**src/hw/rtl/slse_pkg.sv**
```systemverilog
package slse_pkg;

	localparam int WORD_W      = 32;
	localparam int LIST_DEPTH  = 256;
	localparam int IDX_OUT_W   = 8;
	localparam int CNT_OUT_W   = 9;

	localparam logic [1:0] REQ_INSERT = 2'd0;
	localparam logic [1:0] REQ_SEARCH = 2'd1;
	localparam logic [1:0] REQ_CLEAR  = 2'd2;

	typedef logic signed [WORD_W-1:0] word_t;

	// broadcast from the control to every cell
	typedef struct packed {
		logic  ins;
		word_t key;
	} cell_ctl_t;

endpackage

```
**src/hw/rtl/slse_cell.sv**
```systemverilog
module slse_cell #(
	parameter int IDX = 0,
	parameter int CW  = 9
) (
	input  logic                  clk,
	input  slse_pkg::cell_ctl_t   ctl,
	input  logic [CW-1:0]         count,
	input  slse_pkg::word_t       left_val,
	input  logic                  left_gt,
	output slse_pkg::word_t       val,
	output logic                  gt,
	output logic                  gt_flag,
	output logic                  eq_flag
);

	slse_pkg::word_t val_q;
	logic            gt_q;
	logic            eq_q;
	logic            occ;

	// an empty slot counts as greater than any key
	assign occ = CW'(IDX) < count;
	assign gt  = !occ || (val_q > ctl.key);

	always_ff @(posedge clk) begin
		if (ctl.ins && gt) begin
			val_q <= left_gt ? left_val : ctl.key;
		end
		gt_q <= gt;
		eq_q <= occ && (val_q == ctl.key);
	end

	assign val     = val_q;
	assign gt_flag = gt_q;
	assign eq_flag = eq_q;

endmodule

```
**config.mk**
```make
export PLATFORM = sky130hd
export DESIGN_NAME = slse_cell
export DESIGN_NICKNAME = d
export VERILOG_FILES = /design/src/hw/rtl/slse_pkg.sv /design/src/hw/rtl/slse_cell.sv
export SDC_FILE = /design/constraint.sdc
export NUM_CORES = 1
export LEC_CHECK = 0
export BUFFER_PORTS_ARGS = -buffer_cell sky130_fd_sc_hd__buf_2
export CORE_UTILIZATION = 50
export DETAILED_ROUTE_END_ITERATION = 8
export GPL_ROUTABILITY_DRIVEN = 0
export PLACE_DENSITY_LB_ADDON = 0.2
export SLEW_MARGIN = 20
export SYNTH_ARGS = -nofsm -noshare
export SYNTH_HDL_FRONTEND = slang
export SYNTH_SLANG_ARGS = --single-unit
```
**constraint.sdc**
```tcl
create_clock -name clk -period 10.31 [get_ports clk]
set_clock_uncertainty 0.2 [all_clocks]
set_input_delay 1.031 -clock clk [delete_from_list [all_inputs] [get_ports clk]]
set_output_delay 1.031 -clock clk [all_outputs]
set_load 0.01 [all_outputs]
```
==> flow_summary_export.csv <==
group,metric,value,unit
sta,setup_viol,0,
critical_path,arrival,2.90,ns
global_route,grt_util_all_layers,22.58,%
floorplanning,ios,111,
cts,root_buffer,"clkbuf_8",
final_layout,nets,451,
cts,hold_buffers,0,
critical_path,crit_fanout,3,
synthesis,synth_top_area_share,43.22,%
synthesis,ys_seq_area_share,45.02,%
pwr,swShare,29.79,%
sta,max_freq,242.3,MHz
route,routedWlPerCell,12.75,µm
route,met3_length,312,µm
cts,cts-htree-levels,2,
critical_path,worstSetupPathType,"input port to output pin",
sta,final_hold_viol_count,0,
floorplanning,start_util,53.65,%
placement,portBuffers,110,
critical_path,critPathCaptureType,"output pin",
final_layout,drive_gt1_share,35.86,%
placement,hpwlAfterDp,4004,µm
global_route,antenna_found_initial,0,
synthesis,yosys.area.top_type,"edfxtp_1",
critical_path,required,9.08,ns
global_route,grt_max_degree,64,
global_route,grt_pass1_wl,7686,µm
run_status,outcome,"finished clean",
floorplanning,dieArea,0.004718,mm²
pwr,power.density,129.6,mW/mm²
synthesis,avgSynthCellArea,9.584,µm²
final_layout,diodes,0,
synthesis,ys.flop_type,"edfxtp_1",
floorplanning,rows,23,
pwr,p_seq_share,47.9,%
sta,rsz0062_at_grt,"false",
critical_path,crit_chain,"buf_2 -> inv_1 -> ha_1 -> nand4_1 -> nor2_1 -> a221o_1 -> a211o_1 -> a2111oi_4 -> nor2_1 -> buf_2",
synthesis,synth_cells,232,
synthesis,synth.most_common_cell,"nand2_1",
route,drtPass1Iterations,4,
hold_path,hold_depth,3,
synthesis,async_flop_share,0,%
sta,finalCritPeriodShare,40.03,%
cts,clkTransAtPathRegs,0.06,ns
cts,post_cts_buffers,0,
route,wl,5011,µm
synthesis,ys_ff_latch,34,
critical_path,r2r_cells,7,
cts,clock_sinks,34,
floorplanning,dieHeight,68.69,µm
pwr,combPwrFrac,27.7,%
placement,pre_cts_ws,6.179,ns
cts,max-clock-path-buffers,2,
route,wl_met2,2403,µm
sta,maxSlewViolCount,0,
synthesis,synth_fp_nets,340,
synthesis,synth_warnings,0,
hold_path,worstHoldPathType,"flop to flop",
synthesis,ys_top_cells_by_count,"42 x nand2_1, 34 x inv_1, 34 x o21ai_0",
floorplanning,core,0.004144,mm²
pwr,p_int,0.0002638,W
critical_path,worst_path_max_delay_cell,"ha_1",
global_route,grt-ovfl-total,0,
pwr,ir_drop,0.00007798,V
job,drv_cap,0,
floorplanning,die_x,68.69,µm
sta,period_minus_slack,4.128,ns
route,wl_met1,2182,µm
route,drc,0,
route,vias_per_cell,5.178,
pwr,clkPwrFrac,24.4,%
synthesis,synth_edf_count,32,
cts,cts_tree,"yes",
cts,cts-buffers-inserted,5,
cts,insertion_delay,0.28,ns
synthesis,synth.distinct_cells,27,
route,vias,2035,
route,ant_nets,0,
route,maxUsedRoutingLayer,"met4",
sta,worst_slack,6.183,ns
sta,slew_headroom,39.87,%
sta,setup-tns-final,0,ns
critical_path,start_kind,"input port",
synthesis,synth_area_leaders,"edfxtp_1 43%, ha_1 18%, o21ai_0 7.7%",
sta,tightest_slew,0.9020,ns
final_layout,syn_to_final_growth,30.39,%
pwr,netSwitchingPower,0.0001119,W
critical_path,critPathMaxStageDelay,0.34,ns
synthesis,syn_area,0.002223,mm²
global_route,grt_pass1_vias,1842,
cts,post_cts_resized,0,
route,drtIter0Drc,44,
pwr,p_leak,1.455,nW
cell type report:
type | instances | area, µm²
fillers | 350 | 1245
multi-input cells | 157 | 1074
inverters | 34 | 127.6
well taps | 50 | 62.56
flip-flops and latches | 34 | 1001
repair buffers | 111 | 558.0
clock buffers | 7 | 76.32
layout by cell type, fill, tap and decap left out:
master     netlist  layout
a2111oi_4        1       1
clkbuf_8         0       5
nor4_1           2       2
a211o_1          1       1
nor3_1           1       1
nand2_1         42      42
mux2_2           1       1
nor4b_1          1       1
nor4bb_1         1       1
clkbuf_1         7       2
nand4_1          6       6
ha_1            32      32
buf_2            0     110
a21oi_1         14      14
a21oi_2          1       1
nor4b_2          1       1
buf_4            0       1
edfxtp_1        32      32
inv_1           34      34
nand3_1          4       4
o21ai_0         34      34
a221o_1          1       1
nor2_1           7       7
a2bb2oi_1        1       1
o21ai_2          1       1
o21a_1           1       1
dfxtp_1          2       2
a21o_1           2       2
nor4_4           1       1
nor3b_2          0       1
per-stage QoR:
stage	area [µm²]	util, %	power [W]	hold WS (ns)	instances
after floorplan	2223	-	0.0002430	0.6067	232
after global placement	2823	68.12	0.0002830	0.5772	386
after detailed placement	2823	68.12	0.0002873	0.5938	386
after CTS	2899	69.96	0.0003790	0.5999	393
after global routing	2899	69.96	0.0003992	0.6403	393
final	2899	69.96	0.0003757	0.5999	393
cell families (layout without fill, tap and decap cells):
kind of cell	Yosys count	count (layout)	synth area share, %
AND/OR/NAND/NOR	67	67	14.46
AO/OA/AOI/OAI	57	57	15.08
buffers and inverters	41	152	6.922
flip-flops	34	34	45.02
adder cells (fa/ha/maj)	32	32	18.01
multiplexers	1	1	0.5064
routing by layer:
| layer | vias to the layer above | track usage [%] |
|---|---|---|
| met5 | - | 0 |
| met4 | 0 | 11.20 |
| met3 | 10 | 5.592 |
| met2 | 80 | 38.48 |
| met1 | 911 | 26.25 |
| li1 | 1034 | - |
path summary, 6_finish.rpt:
check | slack (ns) | start | end
min | 0.60 | val[2] | eq_flag
min reg2reg | 0.60 | val[2] | eq_flag
max | 6.18 | ctl[14] | gt
max reg2reg | 7.38 | val[14] | val[0]
power groups by stage:
| stage | Sequential [W] | Combinational [W] | Clock [W] |
|---|---|---|---|
| global placement | 0.000182 | 0.000101 | 0 |
| CTS | 0.000180 | 0.000105 | 0.0000937 |
| finish | 0.000180 | 0.000104 | 0.0000917 |
| detailed placement | 0.000183 | 0.000104 | 0 |
| floorplan | 0.000190 | 0.0000529 | 0 |
| global route | 0.000182 | 0.000118 | 0.0000996 |
sequential cells by signal, indices dropped and copies added, names as in the netlist:
| signal | cells |
|---|---|
| eq_flag | 1 |
| gt_flag | 1 |
| val | 32 |
worst max-delay path, delay by kind of cell:
kind            cells  cell delay [ns]
buf+inv             3             0.28
fa+ha+maj           1             0.34
compound gates      3             0.91
simple gates        3             0.34
No activity file was read; power rests on OpenSTA's default activity.
