===== src/hw/rtl/slse_pkg.sv =====
package slse_pkg;

	localparam int WORD_W      = 32;
	localparam int LIST_DEPTH  = 256;
	localparam int IDX_OUT_W   = 8;
	localparam int CNT_OUT_W   = 9;

	localparam logic [1:0] REQ_INSERT = 2'd0;
	localparam logic [1:0] REQ_SEARCH = 2'd1;
	localparam logic [1:0] REQ_CLEAR  = 2'd2;

	typedef logic signed [WORD_W-1:0] word_t;

	// broadcast from the control to every cell
	typedef struct packed {
		logic  ins;
		word_t key;
	} cell_ctl_t;

endpackage


===== src/hw/rtl/slse_search.sv =====
module slse_search #(
	parameter int LIST_DEPTH = slse_pkg::LIST_DEPTH,
	parameter int AW         = $clog2(LIST_DEPTH),
	parameter int CW         = $clog2(LIST_DEPTH + 1)
) (
	input  logic                  clk,
	input  logic                  arst_n,
	input  logic                  start,
	input  logic [CW-1:0]         count,
	input  logic [LIST_DEPTH-1:0] gt_vec,
	input  logic [LIST_DEPTH-1:0] eq_vec,
	output logic                  done,
	output logic                  found,
	output logic [AW-1:0]         idx
);

	logic          busy_q;
	logic          done_q;
	logic          found_q;
	logic [AW-1:0] idx_q;
	logic [CW-1:0] low_q;
	logic [CW-1:0] hi1_q;
	logic [CW-1:0] mid;

	// window is [low, hi1); midpoint low + (high - low) / 2
	assign mid = low_q + ((hi1_q - low_q - CW'(1)) >> 1);

	always_ff @(posedge clk or negedge arst_n) begin
		if (!arst_n) begin
			busy_q  <= 1'b0;
			done_q  <= 1'b0;
		end else begin
			done_q <= 1'b0;
			if (start) begin
				busy_q <= 1'b1;
			end else if (busy_q) begin
				if (low_q >= hi1_q || eq_vec[mid[AW-1:0]]) begin
					busy_q <= 1'b0;
					done_q <= 1'b1;
				end
			end
		end
	end

	always_ff @(posedge clk) begin
		if (start) begin
			low_q   <= '0;
			hi1_q   <= count;
			found_q <= 1'b0;
			idx_q   <= '0;
		end else if (busy_q && low_q < hi1_q) begin
			if (eq_vec[mid[AW-1:0]]) begin
				found_q <= 1'b1;
				idx_q   <= mid[AW-1:0];
			end else if (gt_vec[mid[AW-1:0]]) begin
				hi1_q <= mid;
			end else begin
				low_q <= mid + CW'(1);
			end
		end
	end

	assign done  = done_q;
	assign found = found_q;
	assign idx   = idx_q;

endmodule


===== config.mk =====
export PLATFORM = sky130hd
export DESIGN_NAME = slse_search
export DESIGN_NICKNAME = d
export VERILOG_FILES = /design/src/hw/rtl/slse_pkg.sv /design/src/hw/rtl/slse_search.sv
export SDC_FILE = /design/constraint.sdc
export NUM_CORES = 1
export LEC_CHECK = 0
export CORE_AREA = 4 4 207 209
export CTS_CLUSTER_SIZE = 10
export DETAILED_ROUTE_END_ITERATION = 10
export DIE_AREA = 0 0 211 213
export DONT_BUFFER_PORTS = 1
export PLACE_DENSITY = 0.38
export SLEW_MARGIN = 20
export SYNTH_ARGS = -nofsm -noshare
export SYNTH_HDL_FRONTEND = slang
export SYNTH_SLANG_ARGS = --single-unit

===== constraint.sdc =====
create_clock -name clk -period 13 [get_ports clk]
set_clock_uncertainty 0.1 [all_clocks]
set_input_delay 1.95 -clock clk [delete_from_list [all_inputs] [get_ports clk]]
set_output_delay 1.95 -clock clk [all_outputs]
set_load 0.01 [all_outputs]

==> summary.txt, run 1 <==
status -> finished, final reports clean
Slew HR -> 0.3117
htree depth -> 2
# fillers -> 4493
routability-driven placement congestion ratio -> 0.9587
CP Data Required Time -> 13.07 ns
clk slew on worst S/H paths -> 0.06 ns
routed vias/inst -> 5.162
Cell Rows -> 74
Post-Route WL -> 36600 um
top cells by area, synth -> mux4_2, dfxtp_1, ha_1, edfxtp_1, mux2i_1
Worst Path Max Fanout -> 70
Slew @ Worst Pin -> 1.006 ns
core outline area -> 40830 um2
P&R area growth vs syn -> 10.97%
postcts setup bufs -> 0
clock root cell -> clkbuf_16
HPWL after DPL -> 31780 um
Mapped Nets -> 1150
flops & latches, synth -> 29
critical path arrival -> 6.39 ns
Die Ht -> 213 um
RSZ-0062 raised after global routing -> false
Cells after Synth -> 598
Final period util -> 0.4862
share of the synthesized area in the top cell type -> 0.4645
CTS tree -> built
drt first pass iters -> 5
first-pass GRT wire length -> 48240 um
Die W -> 211 um
Worst Hold Class -> flop to flop
syn avg cell area -> 10.94 um2
number of flops mapped to enable cells by yosys -> 9
initial antenna violation count -> 27
Longest Clk Path Bufs -> 2
Setup Total Neg Slack -> 0 ns
layout cells sized above 1 -> 0.3214
Port Buffers -> 0
Avg WL per Cell -> 33.15 um
Initial Util -> 0.1603
CP Class -> flop to flop
most frequent cell after synthesis -> mux4_2
largest net degree at the start of global routing -> 71
pins over their slew limit -> 0
largest area contributor in the netlist -> mux4_2
sequential fraction of the synthesis area -> 0.1040
Setup crit start kind -> flop
hold-fix buffers at CTS -> 0
max-cap violations -> 0
NumNets Final -> 1111
Final min period -> 6.320 ns
# clock sinks -> 29
DR iter-0 viols -> 469
worst skew pair latency -> 0.28 ns
Mapped Area -> 6545 um2
endpoints failing hold -> 0
Setup violations, final -> 0
post-synth cell types -> 52
async set-or-reset flop fraction in the synthesized netlist -> 0.06897
Remaining Overflow, GRT -> 0
Die ar. -> 44940 um2
post-CTS sizing -> 0
GRT Util Overall -> 0.1514
post-route ant nets -> 0
Fmax achieved -> 158.2 MHz
total CTS buffers -> 5
Main synth FF type -> dfxtp_1
vias in the first global route -> 6020
DR vias -> 5699
DRC viols -> 0
Ys Warns -> 0
endpoint type of the worst setup path -> flop
Post-synth top cells -> mux4_2, nand2_1, a21oi_1, clkbuf_1, ha_1
io pins -> 534
-- cell families after synthesis --
logic type | after synthesis | synth area share
xor gates and xnor gates | 20 | 0.02676
adders and majority gates | 28 | 0.05582
DFF | 29 | 0.1040
buffers and inverters | 83 | 0.05907
and+or+nand+nor | 144 | 0.1025
AOI/OAI and AO/OA | 125 | 0.1311
muxes | 169 | 0.5207
-- critical path, stage by stage, from the launching register on --
cell       delay [ns]
dfxtp_1          0.38
inv_1            0.08
ha_1             0.24
fa_1             0.54
ha_4             0.15
inv_1            0.05
fa_4             1.19
buf_4            0.76
mux2i_1          0.18
mux4_2           0.50
o21a_1           0.18
a211o_1          0.29
o2111ai_1        0.10
o211ai_1         0.19
o21bai_1         0.39
a21o_1           0.44
mux2_4           0.33
-- flip-flops by register name, indices dropped and copies added (netlist names) --
register  count
idx           8
found         1
hi1_q         9
busy_q        1
done          1
low_q         9
-- metal layers --
layer  part of all wire  wire length, um  vias up  global-route usage
met5             0.0028              104        -                   0
met4              0.028             1027       14             0.04002
met3              0.060             2210       48             0.03894
met2               0.50            18300      316              0.2532
met1               0.41            14960     2924              0.1954
li1                   -                -     2397                   -
-- cell type report --
type,instances,area [um2],share of cell area
clock buffer,6,128.9,0.01774
timing repair buffer,12,90.09,0.01240
inverter,25,93.84,0.01292
tap,532,665.6,0.09165
sequential,29,680.7,0.09371
antenna,12,30.03,0.004134
clock inverter,2,10.01,0.001378
multi-input combinational,486,5564,0.7661
-- metrics by stage --
stage | cell area (um2) | util | std cells | hold WS, ns | setup slack, ns
after floorplan | 6545 | - | 598 | 0.3789 | 8.387
after CTS | 7228 | 0.1770 | 1092 | 0.4121 | 6.631
after detailed placement | 7089 | 0.1736 | 1084 | 0.4022 | 6.662
after global routing | 7261 | 0.1778 | 1103 | 0.4585 | 6.232
final | 7263 | 0.1779 | 1104 | 0.4137 | 6.680
after global placement | 7082 | 0.1734 | 1084 | 0.3976 | 6.627
-- layout by cell type, fill, tap and decap left out, types with 14 or more instances in the layout --
cell	n
xnor2_1	14
nor2_1	24
o21ai_0	19
dfxtp_1	18
a21oi_1	29
nand2_1	58
inv_1	24
mux4_2	135
mux2i_1	24
ha_1	25
-- path summary, 6_finish.rpt --
kind / from / end / slack (ns) / cells after the start
min in group asynchronous: arst_n / done$_DFF_PN0_ / 1.26 / 0
max: low_q[0]$_SDFFE_PP0P_ / low_q[0]$_SDFFE_PP0P_ / 6.68 / 16
min reg2reg: low_q[8]$_SDFFE_PP0P_ / low_q[8]$_SDFFE_PP0P_ / 0.41 / 2
min: low_q[8]$_SDFFE_PP0P_ / low_q[8]$_SDFFE_PP0P_ / 0.41 / 2
max in group asynchronous: arst_n / busy_q$_DFF_PN0_ / 11.47 / 0
max reg2reg: low_q[0]$_SDFFE_PP0P_ / low_q[0]$_SDFFE_PP0P_ / 6.68 / 16
Power of run 1 is not shown: default switching activity piles up to over one toggle a cycle in this logic, so the estimate is an artifact.
==> inputs of run 2 (changes only) <==
Settings changed: ABC_AREA from default to 1, CORE_AREA 4 4 207 209 to 4 4 205 207, DIE_AREA 0 0 211 213 to 0 0 209 211, PLACE_DENSITY 0.38 to 0.41.
Clock period 13 ns to 6.2 ns, I/O delays scaled along.
==> summary.txt, run 2 <==
status -> finished, final reports clean
clk slew on worst S/H paths -> 0.05 ns (about the same)
endpoints failing hold -> 0 (unchanged)
flops & latches, synth -> 29 (unchanged)
P&R area growth vs syn -> 7.600%
most frequent CP cell -> nand3_1
CP Class -> flop to flop
Setup crit start kind -> flop
Main synth FF type -> dfxtp_1
most frequent cells in the layout -> nand2_1, nor2_1, nand3_1
hold-fix buffers at CTS -> 0 (unchanged)
Final period util -> 0.8245 (+0.3383)
Avg WL per Cell -> 20.63 um (-38%)
cell family with most CP delay -> adder cells
routability-driven placement congestion ratio -> 0.9393 (-2.0%)
CTS tree -> built
total CTS buffers -> 5 (unchanged)
share of the synthesized area in the top cell type -> 0.1899 (-0.2746)
sequential fraction of the synthesis area -> 0.08853 (-0.01547)
Final WS setup -> 1.088 ns (-5.591 ns)
Max stage delay on crit path -> 0.67 ns (-0.52 ns)
htree depth -> 2 (unchanged)
clock root cell -> clkbuf_16
Die W -> 209 um (-0.95%)
Slowest-stage cell, CP -> fa_4
Remaining Overflow, GRT -> 0 (unchanged)
CP bufs+invs -> 5 (+2)
worst skew pair latency -> 0.27 ns (about the same)
first-pass GRT wire length -> 59350 um (+23%)
drt first pass iters -> 7 (+2)
post-CTS sizing -> 0 (unchanged)
DRC viols -> 0 (unchanged)
postcts setup bufs -> 0 (unchanged)
Die Ht -> 211 um (-0.94%)
Slew @ Worst Pin -> 0.9284 ns (-0.07805 ns)
async set-or-reset flop fraction in the synthesized netlist -> 0.06897 (unchanged)
DR iter-0 viols -> 638 (+36%)
Mapped Area -> 7689 um2 (+17%)
met2 WL -> 21900 um (+20%)
Crit Reg-Reg Endpoint -> hi1_q[3]$_DFFE_PP_
FF/Latch Area -> 680.7 um2 (unchanged)
critical path arrival -> 4.99 ns (-1.40 ns)
layout cells sized above 1 -> 0.02886 (-0.2926)
io pins -> 534 (unchanged)
Setup violations, final -> 0 (unchanged)
endpoint type of the worst setup path -> flop
Port Buffers -> 0 (unchanged)
Die ar. -> 44100 um2 (-1.9%)
max-cap violations -> 0 (unchanged)
vias in the first global route -> 9731 (+62%)
register-to-register setup slack -> 1.09 ns (-5.59 ns)
initial antenna violation count -> 11 (-59%)
most frequent cell after synthesis -> nand2_1
CP Depth -> 19 (+3)
Ys Warns -> 0 (unchanged)
GRT Util Overall -> 0.1740 (+0.02265)
# clock sinks -> 29 (unchanged)
Post-Route WL -> 41890 um (+14%)
met1 wire length -> 16420 um (+9.8%)
crit path to -> hi1_q[3]$_DFFE_PP_
# fillers -> 4823 (+7.3%)
NumNets Final -> 2041 (+84%)
HPWL after DPL -> 33140 um (+4.3%)
Met3 Routed Length -> 2363 um (+6.9%)
Longest Clk Path Bufs -> 2 (unchanged)
Cell Chain, Critical Path -> inv_1 -> ha_1 -> fa_1 -> ha_4 -> inv_1 -> fa_4 -> inv_4 -> buf_12 -> nor2_1 -> o21ai_0 -> nand3_1 -> nand3_1 -> nand3_1 -> nand3_1 -> nand3_1 -> nand3_1 -> nand3_1 -> o21ai_0 -> buf_4
Post-synth top cells -> nand2_1, nor2_1, nand3_1, o21ai_0, inv_1
R2R Path Start -> low_q[0]$_SDFFE_PP0P_
CP Data Required Time -> 6.08 ns (-6.99 ns)
core outline area -> 40370 um2 (-1.1%)
highest routed layer -> met5
FF-to-FF path depth -> 19 (+3)
post-route ant nets -> 0 (unchanged)
Cell Rows -> 74 (unchanged)
setup slack at placement -> 0.9780 ns (-5.684 ns)
pins over their slew limit -> 0 (unchanged)
Mapped Nets -> 2124 (+85%)
RSZ-0062 raised after global routing -> false
post-synth cell types -> 36 (-31%)
DR vias -> 10020 (+76%)
routed vias/inst -> 4.936 (-4.4%)
Cells after Synth -> 1572 (+160%)
multi-input logic area -> 5954 um2 (+7.0%)
most common cell after layout, fill and taps aside -> nand2_1
largest net degree at the start of global routing -> 117 (+65%)
top cells by area, synth -> nand2_1, nand3_1, nor2_1, o21ai_0, inv_1
Worst Path Max Fanout -> 70 (unchanged)
Final min period -> 5.112 ns (-1.209 ns)
Fmax achieved -> 195.6 MHz (+24%)
Worst Hold Class -> primary input to asynchronous set/reset pin
Slew HR -> 0.3811 (+0.06938)
Initial Util -> 0.1905 (+0.03017)
critical path startpoint -> low_q[0]$_SDFFE_PP0P_
Setup Total Neg Slack -> 0 ns (unchanged)
largest area contributor in the netlist -> nand2_1
number of flops mapped to enable cells by yosys -> 9 (unchanged)
syn avg cell area -> 4.891 um2 (-55%)
## run 2: kinds of logic after synthesis
kind of cell | after synthesis | synth area share
buffers and inverters | 261 | 0.1434
flip-flops | 29 | 0.08853
adder cells (fa/ha/maj) | 28 | 0.04752
XOR/XNOR | 19 | 0.02262
AO/OA/AOI/OAI | 226 | 0.1533
AND/OR/NAND/NOR | 1009 | 0.5447
## run 2: cell type report
cell class              count  area share
clock buffers               7     0.01724
diodes                      8    0.002420
inverters                 150     0.06912
flip-flops and latches     29     0.08227
clock inverters             1    0.003630
multi-input cells        1282      0.7198
well taps                 532     0.08046
repair buffers             21     0.02511
## run 2: metrics by stage
step	hold slack [ns]	cells	util	instance area, um2
floorplan	0.3657	1572	-	7689
global placement	0.3979	2014	0.2002	8080
detailed placement	0.3902	2014	0.2002	8080
CTS	0.2403	2022	0.2044	8253
global route	0.2350	2029	0.2049	8270
finish	0.2456	2030	0.2049	8273
## run 2: routing by layer
| metal | track usage | up-vias |
|---|---|---|
| met5 | 0 | - |
| met4 | 0.04838 | 4 |
| met3 | 0.02659 | 55 |
| met2 | 0.3365 | 458 |
| met1 | 0.1978 | 4617 |
| li1 | - | 4886 |
## run 2: worst min path at each step
stage,end,slack [ns]
4_1_cts,done$_DFF_PN0_,0.24
3_5_place_dp,done$_DFF_PN0_,0.39
6_report,done$_DFF_PN0_,0.25
2_1_floorplan,done$_DFF_PN0_,0.37
3_3_place_gp,done$_DFF_PN0_,0.40
5_1_grt,busy_q$_DFF_PN0_,0.23
## run 2: worst register-to-register path: stages, from the launching register on
cell	delay, ns
dfxtp_1	0.40
inv_1	0.07
ha_1	0.23
fa_1	0.50
ha_4	0.20
inv_1	0.07
fa_4	0.67
inv_4	0.50
buf_12	0.37
nor2_1	0.17
o21ai_0	0.13
nand3_1	0.16
nand3_1	0.14
nand3_1	0.22
nand3_1	0.15
nand3_1	0.08
nand3_1	0.11
nand3_1	0.14
o21ai_0	0.20
buf_4	0.21
Power of run 2 is left out for the same reason.
==> inputs of run 3 (changes only) <==
Settings changed: CORE_AREA 4 4 205 207 to 4 4 208 210, DIE_AREA 0 0 209 211 to 0 0 212 214.
Clock period 6.2 ns to 4.51 ns, I/O delays scaled along.
==> summary.txt, run 3 (same netlist as run 2, synthesis figures left out) <==
Setup violations, final -> 0 (unchanged)
# clock sinks -> 29 (unchanged)
Die Ht -> 214 um (+1.4%)
Avg WL per Cell -> 21.82 um (+5.8%)
FF-to-FF path depth -> 20 (+1)
post-layout util -> 0.2299 (+0.02498)
Setup crit start kind -> flop
Die ar. -> 45370 um2 (+2.9%)
Placed Cells -> 2075 (+3.0%)
endpoints failing hold -> 0 (unchanged)
P&R area growth vs syn -> 24.31%
cell family with most CP delay -> adder cells
critical path arrival -> 4.26 ns (-0.73 ns)
NumNets Final -> 2125 (+4.1%)
Slew HR -> 0.6124 (+0.2313)
Cell Rows -> 75 (+1.4%)
vias in the first global route -> 10363 (+6.5%)
Remaining Overflow, GRT -> 0 (unchanged)
largest net degree at the start of global routing -> 74 (-37%)
CP Depth -> 20 (+1)
Final min period -> 4.374 ns (-0.7375 ns)
DR iter-0 viols -> 590 (-7.5%)
Slew @ Worst Pin -> 0.5792 ns (-0.3491 ns)
worst skew pair latency -> 0.27 ns (about the same)
Longest Clk Path Bufs -> 2 (unchanged)
GRT busiest layer -> met2
routed vias/inst -> 4.886 (-1.0%)
HPWL after DPL -> 36070 um (+8.8%)
Fmax achieved -> 228.6 MHz (+17%)
CP Data Required Time -> 4.40 ns (-1.68 ns)
endpoint type of the worst setup path -> flop
GRT Util Overall -> 0.1794 (+0.005338)
core outline area -> 41570 um2 (+3.0%)
post-route ant nets -> 0 (unchanged)
Cell Chain, Critical Path -> ha_4 -> fa_1 -> ha_4 -> inv_1 -> fa_4 -> clkinv_8 -> buf_12 -> clkbuf_16 -> nor2_1 -> o21ai_0 -> nand3_1 -> nand3_1 -> nand3_1 -> nand3_1 -> nand3_2 -> nand3_4 -> nand2_4 -> inv_2 -> o21ai_4 -> buf_6
drt first pass iters -> 5 (-2)
met2 Use GR -> 0.3503 (+0.01387)
total CTS buffers -> 5 (unchanged)
clk slew on worst S/H paths -> 0.05 ns (about the same)
DRC viols -> 0 (unchanged)
io pins -> 534 (unchanged)
Worst Hold Class -> primary input to flop
routability-driven placement congestion ratio -> 0.8912 (-5.1%)
Worst Path Max Fanout -> 7 (-90%)
max-cap violations -> 0 (unchanged)
met1 usage -> 0.2038 (+0.006056)
Slowest-stage cell, CP -> fa_4
hold path cells -> 1
pins over their slew limit -> 0 (unchanged)
most common cell after layout, fill and taps aside -> nand2_1
CTS tree -> built
RSZ-0062 raised after global routing -> true
Final period util -> 0.9699 (+0.1454)
most frequent CP cell -> nand3_1
Post-Route WL -> 46200 um (+10%)
M3 GR Usage -> 0.01977 (-0.006814)
CP bufs+invs -> 6 (+1)
Die W -> 212 um (+1.4%)
Initial Util -> 0.1850 (-0.005509)
initial antenna violation count -> 5 (-6)
Max stage delay on crit path -> 0.88 ns (+0.21 ns)
DR vias -> 10343 (+3.2%)
CP Class -> flop to flop
layout cells sized above 1 -> 0.1150 (+0.08613)
final std cells w/o fill -> 2117 (+4.3%)
Port Buffers -> 0 (unchanged)
first-pass GRT wire length -> 62490 um (+5.3%)
most frequent cells in the layout -> nand2_1, nor2_1, nand3_1
clock root cell -> clkbuf_16
status -> finished, final reports clean
htree depth -> 2 (unchanged)
## run 3: cell type report
| class | count | area (um2) |
|---|---|---|
| fillers | 4879 | 32010 |
| multi-input cells | 1284 | 6301 |
| repair buffers | 101 | 1129 |
| flip-flops and latches | 29 | 681.9 |
| well taps | 539 | 674.4 |
| inverters | 150 | 583.1 |
| clock buffers | 6 | 128.9 |
| clock inverters | 2 | 33.78 |
| repair inverters | 2 | 16.27 |
| diodes | 4 | 10.01 |
## run 3: stage by stage
stage	setup WS (ns)	area (um2)	hold slack [ns]	TNS (ns)
2_1_floorplan	0.1438	7689	0.2809	0
3_3_place_gp	-0.3333	8579	0.2810	-6.750
3_5_place_dp	-0.2697	8579	0.2810	-5.083
4_1_cts	0.002998	8838	0.3633	0
5_1_grt	-0.02937	9555	0.3600	-0.2036
6_report	0.1358	9558	0.3709	0
## run 3: what timing repair did
| item | CTS | global route |
|---|---|---|
| pin swaps | 4 | 33 |
| setup buffers | 3 | 15 |
| endpoints found under the setup margin | 29 | 29 |
| resized for setup | 9 | 104 |
| hold buffers | 1 | 0 |
| hold endpoints to repair | 2 | 0 |
| gates cloned | 1 | 10 |
## run 3: path summary, 6_finish.rpt
kind / from / endpoint / slack (ns)
hold / removal: start / idx[2]$_SDFFE_PP0P_ / 0.37
max in group asynchronous: arst_n / busy_q$_DFF_PN0_ / 3.65
setup reg to reg: hi1_q[0]$_DFFE_PP_ / hi1_q[0]$_DFFE_PP_ / 0.14
hold reg to reg: busy_q$_DFF_PN0_ / done$_DFF_PN0_ / 0.39
min in group asynchronous: arst_n / done$_DFF_PN0_ / 0.54
setup / recovery: hi1_q[0]$_DFFE_PP_ / hi1_q[0]$_DFFE_PP_ / 0.14
## run 3: per-layer routing
layer	wire length, um	share of wire	up-vias
met2	24680	0.53	461
li1	-	-	5045
met3	2542	0.055	52
met5	20	0.00043	-
met1	17940	0.39	4783
met4	1022	0.022	2
## run 3: worst reg2reg max path, delay by kind of cell (launching register included)
kind / cells / cell delay (ns)
simple gates: 8 / 0.80
buf+inv: 6 / 0.73
compound gates: 2 / 0.28
fa+ha+maj: 4 / 1.79
flops: 1 / 0.41
Power of run 3 is left out for the same reason.
